==> src/sv/rtpq_pkg.sv <==
// Shared types and constants of the release-time packet queue.
// Used by rtpq_cell and release_time_packet_queue; depends on nothing.
`default_nettype none

package rtpq_pkg;

    localparam int CNT_W   = 7;
    localparam int BYTES_W = 24;
    localparam int LEN_W   = 16;
    localparam int HND_W   = 32;
    localparam int SEQ_W   = 32;

    localparam logic [CNT_W-1:0]   PKT_LIMIT_RST  = 7'd64;
    localparam logic [BYTES_W-1:0] BYTE_LIMIT_RST = 24'd1048576;

    localparam logic REG_PKT_LIMIT  = 1'b0;
    localparam logic REG_BYTE_LIMIT = 1'b1;

    localparam logic ACT_PUSH = 1'b0;
    localparam logic ACT_TAKE = 1'b1;

    typedef enum logic [1:0] {
        S_IDLE,
        S_PUSH,
        S_TAKE
    } t_state;

    typedef struct packed {
        logic [SEQ_W-1:0] seq;
        logic [LEN_W-1:0] len;
        logic [HND_W-1:0] handle;
    } t_entry;

    typedef struct packed {
        logic ins;
        logic pop;
    } t_cell_ctrl;

endpackage

`default_nettype wire

==> src/sv/rtpq_cell.sv <==
// One cell of the sorted chain: holds a single packet descriptor.
// Depends on rtpq_pkg for the entry and control types.
`default_nettype none

module rtpq_cell #(
    parameter int TIME_BITS = 48
) (
    input  wire                          i_clk,
    input  wire rtpq_pkg::t_cell_ctrl    i_ctrl,
    input  wire                          i_valid,
    input  wire  [TIME_BITS-1:0]         i_key,
    input  wire rtpq_pkg::t_entry        i_new_ent,
    input  wire                          i_prev_gt,
    input  wire  [TIME_BITS-1:0]         i_prev_rel,
    input  wire rtpq_pkg::t_entry        i_prev_ent,
    input  wire  [TIME_BITS-1:0]         i_next_rel,
    input  wire rtpq_pkg::t_entry        i_next_ent,
    output logic                         o_gt,
    output logic [TIME_BITS-1:0]         o_rel,
    output rtpq_pkg::t_entry             o_ent
);
    import rtpq_pkg::*;

    logic [TIME_BITS-1:0] r_rel;
    t_entry               r_ent;

    // An empty cell counts as later than any key, so a push lands there.
    assign o_gt  = !i_valid || (r_rel > i_key);
    assign o_rel = r_rel;
    assign o_ent = r_ent;

    always_ff @(posedge i_clk) begin
        priority if (i_ctrl.pop) begin
            r_rel <= i_next_rel;
            r_ent <= i_next_ent;
        end else if (i_ctrl.ins && i_prev_gt) begin
            r_rel <= i_prev_rel;
            r_ent <= i_prev_ent;
        end else if (i_ctrl.ins && o_gt) begin
            r_rel <= i_key;
            r_ent <= i_new_ent;
        end else begin
            r_rel <= r_rel;
            r_ent <= r_ent;
        end
    end

endmodule

`default_nettype wire

==> config.mk <==
export PLATFORM = sky130hd
export DESIGN_NAME = rtpq_cell
export DESIGN_NICKNAME = d
export VERILOG_FILES = /design/src/sv/rtpq_pkg.sv /design/src/sv/rtpq_cell.sv
export SDC_FILE = /design/constraint.sdc
export NUM_CORES = 1
export LEC_CHECK = 0
export CORE_AREA = 2 2 201 203
export DETAILED_ROUTE_END_ITERATION = 6
export DIE_AREA = 0 0 203 205
export DONT_BUFFER_PORTS = 1
export PLACE_DENSITY_LB_ADDON = 0.1
export RECOVER_POWER = 50
export SYNTH_ARGS = -nofsm -noshare
export SYNTH_HDL_FRONTEND = slang
export SYNTH_SLANG_ARGS = --single-unit
==> constraint.sdc <==
create_clock -name i_clk -period 17.6 [get_ports i_clk]
set_input_delay 5.28 -clock i_clk [delete_from_list [all_inputs] [get_ports i_clk]]
set_output_delay 5.28 -clock i_clk [all_outputs]
set_load 0.02 [all_outputs]
* Word level (Yosys, flattened, before mapping) *
Index checks and enable logic that the tools add are counted.

storage, ports and cells
  bits in registers = 128
  input port bits = 389
  output and inout bits = 129
  word-level logic and storage cells = 16

cells by class
  $lt $le $gt $ge = 1
  muxes and demuxes = 6
  reductions and logical operators = 5

operators with widths
  cell                 number
  $mux W80             3
  $mux W48             3
  $gt A48 B48 Y1       1
  $reduce_bool A3 Y1   1
  $logic_and A1 B1 Y1  2
  $logic_not A1 Y1     1
  $logic_or A1 B1 Y1   1

* Longest topological paths before layout *
  depth after elaboration = 6
  depth in mapped cells = 8

* Worst setup path after synthesis *
No wires, ideal clock.

  path type = input port to flip-flop
  from = input port i_key[46]
  to = register r_ent (netlist bit o_ent[0]) (enable)
  arrival time = 12.726 ns
  setup slack = 4.216 ns
  stages on the path = 8
  buffers on the path = 0
  cell sequence = inv_1 > ha_1 > nand4_2 > nor4_4 > and4_4 > o31a_2 > nor3_1 > a21oi_1

between the ends
  longest elaborated chain between the ends = 4

ends and longest elaborated chain
  element                              RTL line         text
  start: declaration                   rtpq_cell.sv:11  input wire [TIME_BITS-1:0] i_key,
  $gt A48 B48 Y1                       rtpq_cell.sv:28  assign o_gt = !i_valid || (r_rel > i_key);
  $logic_or A1 B1 Y1                   rtpq_cell.sv:28
  $logic_and A1 B1 Y1                  rtpq_cell.sv:39  end else if (i_ctrl.ins && o_gt) begin
  $reduce_bool A3 Y1 (no source line)  -
  end signal: assignment               rtpq_cell.sv:38  r_ent <= i_prev_ent;
  end signal: assignment               rtpq_cell.sv:41  r_ent <= i_new_ent;
  end signal: assignment               rtpq_cell.sv:44  r_ent <= r_ent;
  end: declaration                     rtpq_cell.sv:25  t_entry r_ent;

Every way passes these cells.
A chain may end at the register's enable or synchronous reset.

* Worst setup path in the final report *
  from = input port i_key[43]
  to = output port o_gt

between the ends
  longest elaborated chain between the ends = 2

ends and longest elaborated chain
  element             RTL line         text
  $gt A48 B48 Y1      rtpq_cell.sv:28
  $logic_or A1 B1 Y1  rtpq_cell.sv:28
  end: declaration    rtpq_cell.sv:18  output logic o_gt,

Every way passes these cells.

==> results.md <==
* Tcrit/Tclk final at 71.4%
* Largest family of logic cells by synthesized area: multiplexers
* WL per Instance at 20.9 um
* Post-synth EDFFs at 128
* Post-CTS Setup Inserts at 0
* First-pass GRT wire length at 36.8 mm
* Crit-path cells: inv_1 > ha_1 > nand4_2 > nor4_4 > and4_4 > o31a_2 > nor3_1 > a32oi_1
* Via count at 5,373
* Max incr delay on CP at 0.53 ns
* Drt pass-1 iters at 6
* Final hold vios at 0
* Maximum clock frequency at 79.6 MHz
* Initial Utilization at 19.6%
* Post-Layout Cell Count at 1,256
* CP Max Fanout at 4
* Reg2Reg Launch Point: o_rel[43]
* Sequential power share at 48.7%
* CP Class: in -> out
* Num rows at 73
* Post-route design area at 8820 sq um
* Worst Setup SP: i_key[43]
* Clk network pwr share at 40.2%
* CTS resizes at 0
* Avg Cell Area, Syn at 10.5 sq um
* Clock slew at reported path FFs at 0.07 ns
* Final Critical Period at 12.57 ns
* Worst r2r path cells at 8
* H-tree Lvls at 4
* Final Setup Violations at 0
* Top-count cell post-synth: nand2_1
* Syn_nets at 1,172
* DRC viols at 0
* Failing checks: capacitance limit, slew limit
* Worst r2r dst: o_rel[3]
* Synth cell types at 30
* Multiplexer share of the synthesized area at 16.6%
* DR iter-0 viols at 274
* PwrDens at 104 nW/um^2
* Initial antenna violation count at 4
* TritonCTS clock tree: yes
* Max cap viols at 2
* Cell taking the most area after synthesis: edfxtp_1
* # hold bufs at CTS at 0
* WL final at 26.3 mm
* CTS buffer count at 17
* Slew @ Worst Pin at 4.51 ns
* Pint at 0.646 mW
* Layout cells sized above 1 at 5.36%
* Detailed-route vias per instance at 4.28
* Synthesized cell area at 7700 sq um
* Synth top area share at 49.9%
* FFs w/ async S/R, synth at 0%
* Worst setup SP type: primary input
* HPWL after detailed placement at 21.0 mm
* # port buffers at 0
* Psw at 0.267 mW
* Final ANT Viol Nets at 0
* CP max stage cell: a32oi_1
* Register area share after synthesis at 49.9%
* Ys Warns at 0
* Vias in the first global route at 5,730
* Crit end category: output port
* Worst hold-check path type: reg -> reg
* Die Width at 203 um
* Area share of fa/ha/maj cells after synthesis at 7.79%
* R2R Setup Slk at 13.70 ns
* Leading register cell type out of synthesis: edfxtp_1
* CP Capture Point: o_gt
* Cell count after placement at 1,222
* Worst hold margin at 1.87 ns
* Die height at 205 um
* Final TNS setup at 0 ns
* #FFs+latches synth at 128
* Synth Area in XOR/XNOR at 0%
* RSZ-0062 raised after global routing: false
* Placed inst area at 8240 sq um
* Largest net degree at the start of global routing at 259
* Area Growth Syn to Fin at 14.5%
* Clock skew at 0.0150 ns
* GRT Total Usage at 12.3%
* P_leak at 3.90 nW
* Top post-synthesis cells by area: edfxtp_1 50%, mux2i_1 17%, o21ai_0 8.7%, ha_1 7.8%, nand2_1 6.9%
* Peak supply drop at 0.0488 mV
* Compound-cell area share of the yosys netlist at 11.2%
* Core area at 39,400 sq um
* Max clock buf depth at 2
* Synth Instances at 735
* Die area at 41,600 sq um
* Layout Nets at 1,153
* Crit path DAT at 7.29 ns
* Grt ovf at 0
* # clock sinks at 128
* Status: finished, violations left
* Root Driver: clkbuf_16
* Most common library cells after synthesis: 141 x nand2_1, 134 x o21ai_0, 128 x edfxtp_1, 128 x mux2i_1, 52 x inv_1
* Req. time, crit path at 12.32 ns
* Net Sw Frac at 29.2%
* IO Count at 518
* Combinational fraction of design power at 11.2%
* Simple-gate area share of the yosys netlist at 9.71%
* Skew-Pair Late Insertion Delay at 0.45 ns
* Layout fillers at 4,270
* Final Max Slew Viols at 123
* Util after Layout at 22.4%
* Relative slew slack at -201%
* GPL Wtd Cong at 0.801
-- sequential cells by signal, summed over array words and instances, names as in the netlist --
| name | flops |
|---|---|
| o_rel | 48 |
| o_ent | 80 |
-- critical path: cells and delay by family --
family	cells	cell delay, ns
AO/OA/AOI/OAI	2	0.67
buffers and inverters	1	0.02
AND/OR/NAND/NOR	4	0.98
adder cells (fa/ha/maj)	1	0.32
-- cell usage in the layout, fill, tap and decap left out, types with 2 or more instances in the layout --
cell type / instances
o21ai_0: 134
clkbuf_1: 2
edfxtp_1: 128
a21oi_1: 21
clkinv_2: 2
inv_1: 52
bufinv_16: 3
clkinv_1: 2
clkbuf_16: 17
nor2_1: 4
inv_6: 2
nand3_1: 4
nand2_1: 141
clkinv_4: 3
mux2i_1: 128
nand4_2: 3
buf_4: 2
nor3_1: 3
diode_2: 3
a221oi_1: 4
ha_1: 48
clkinvlp_4: 2
nand4_1: 7
nor2b_1: 2
-- cell families after synthesis --
kind of cell	count (synthesis)
adder cells (fa/ha/maj)	48
buffers and inverters	94
multiplexers	128
AND/OR/NAND/NOR	171
AO/OA/AOI/OAI	166
flip-flops	128
-- through the flow --
step           setup slack (ns)  power [mW]
6_report                   5.03       0.914
4_1_cts                    4.99       0.933
3_3_place_gp               5.04       0.555
5_1_grt                    4.90       0.961
2_1_floorplan              4.22       0.523
3_5_place_dp               5.00       0.554
-- how the worst min path moves through the flow --
stage                     startpoint        end  slack [ns]  cells after the start
final                       o_rel[2]  o_ent[79]        1.87                      6
after global routing       o_rel[12]  o_ent[79]        2.03                      6
after CTS                  o_rel[36]  o_ent[79]        1.94                      7
after detailed placement   o_rel[12]  o_rel[34]        1.91                      6
after global placement     o_rel[36]  o_rel[31]        1.92                      7
after floorplan             o_rel[2]   o_ent[0]        2.95                      6
-- area by class of cell --
| cell class | instances | area, sq um | share of cell area (%) |
|---|---|---|---|
| Sequential cell | 128 | 3840 | 43.6 |
| Multi-Input combinational cell | 513 | 3500 | 39.7 |
| Tap cell | 525 | 657 | 7.45 |
| Clock buffer | 17 | 425 | 4.82 |
| Inverter | 52 | 195 | 2.21 |
| Clock inverter | 14 | 166 | 1.89 |
| Timing Repair Buffer | 4 | 22.5 | 0.255 |
| Antenna cell | 3 | 7.51 | 0.0851 |
-- power groups by stage --
stage	clock network [mW]	registers, mW	logic (mW)
CTS	0.384	0.447	0.102
detailed placement	0	0.453	0.102
global route	0.394	0.448	0.119
finish	0.367	0.445	0.102
floorplan	0	0.442	0.0807
global placement	0	0.454	0.101
-- routing by layer --
metal  GRT usage (%)  share of wire, %  vias up
met4            4.98               2.2        2
met5               0             0.046        -
met1            13.0                37     2449
met2            21.9                52      268
li1                -                 -     2623
met3            4.66               8.3       31
Note: power is estimated with default switching activity, not from simulation.
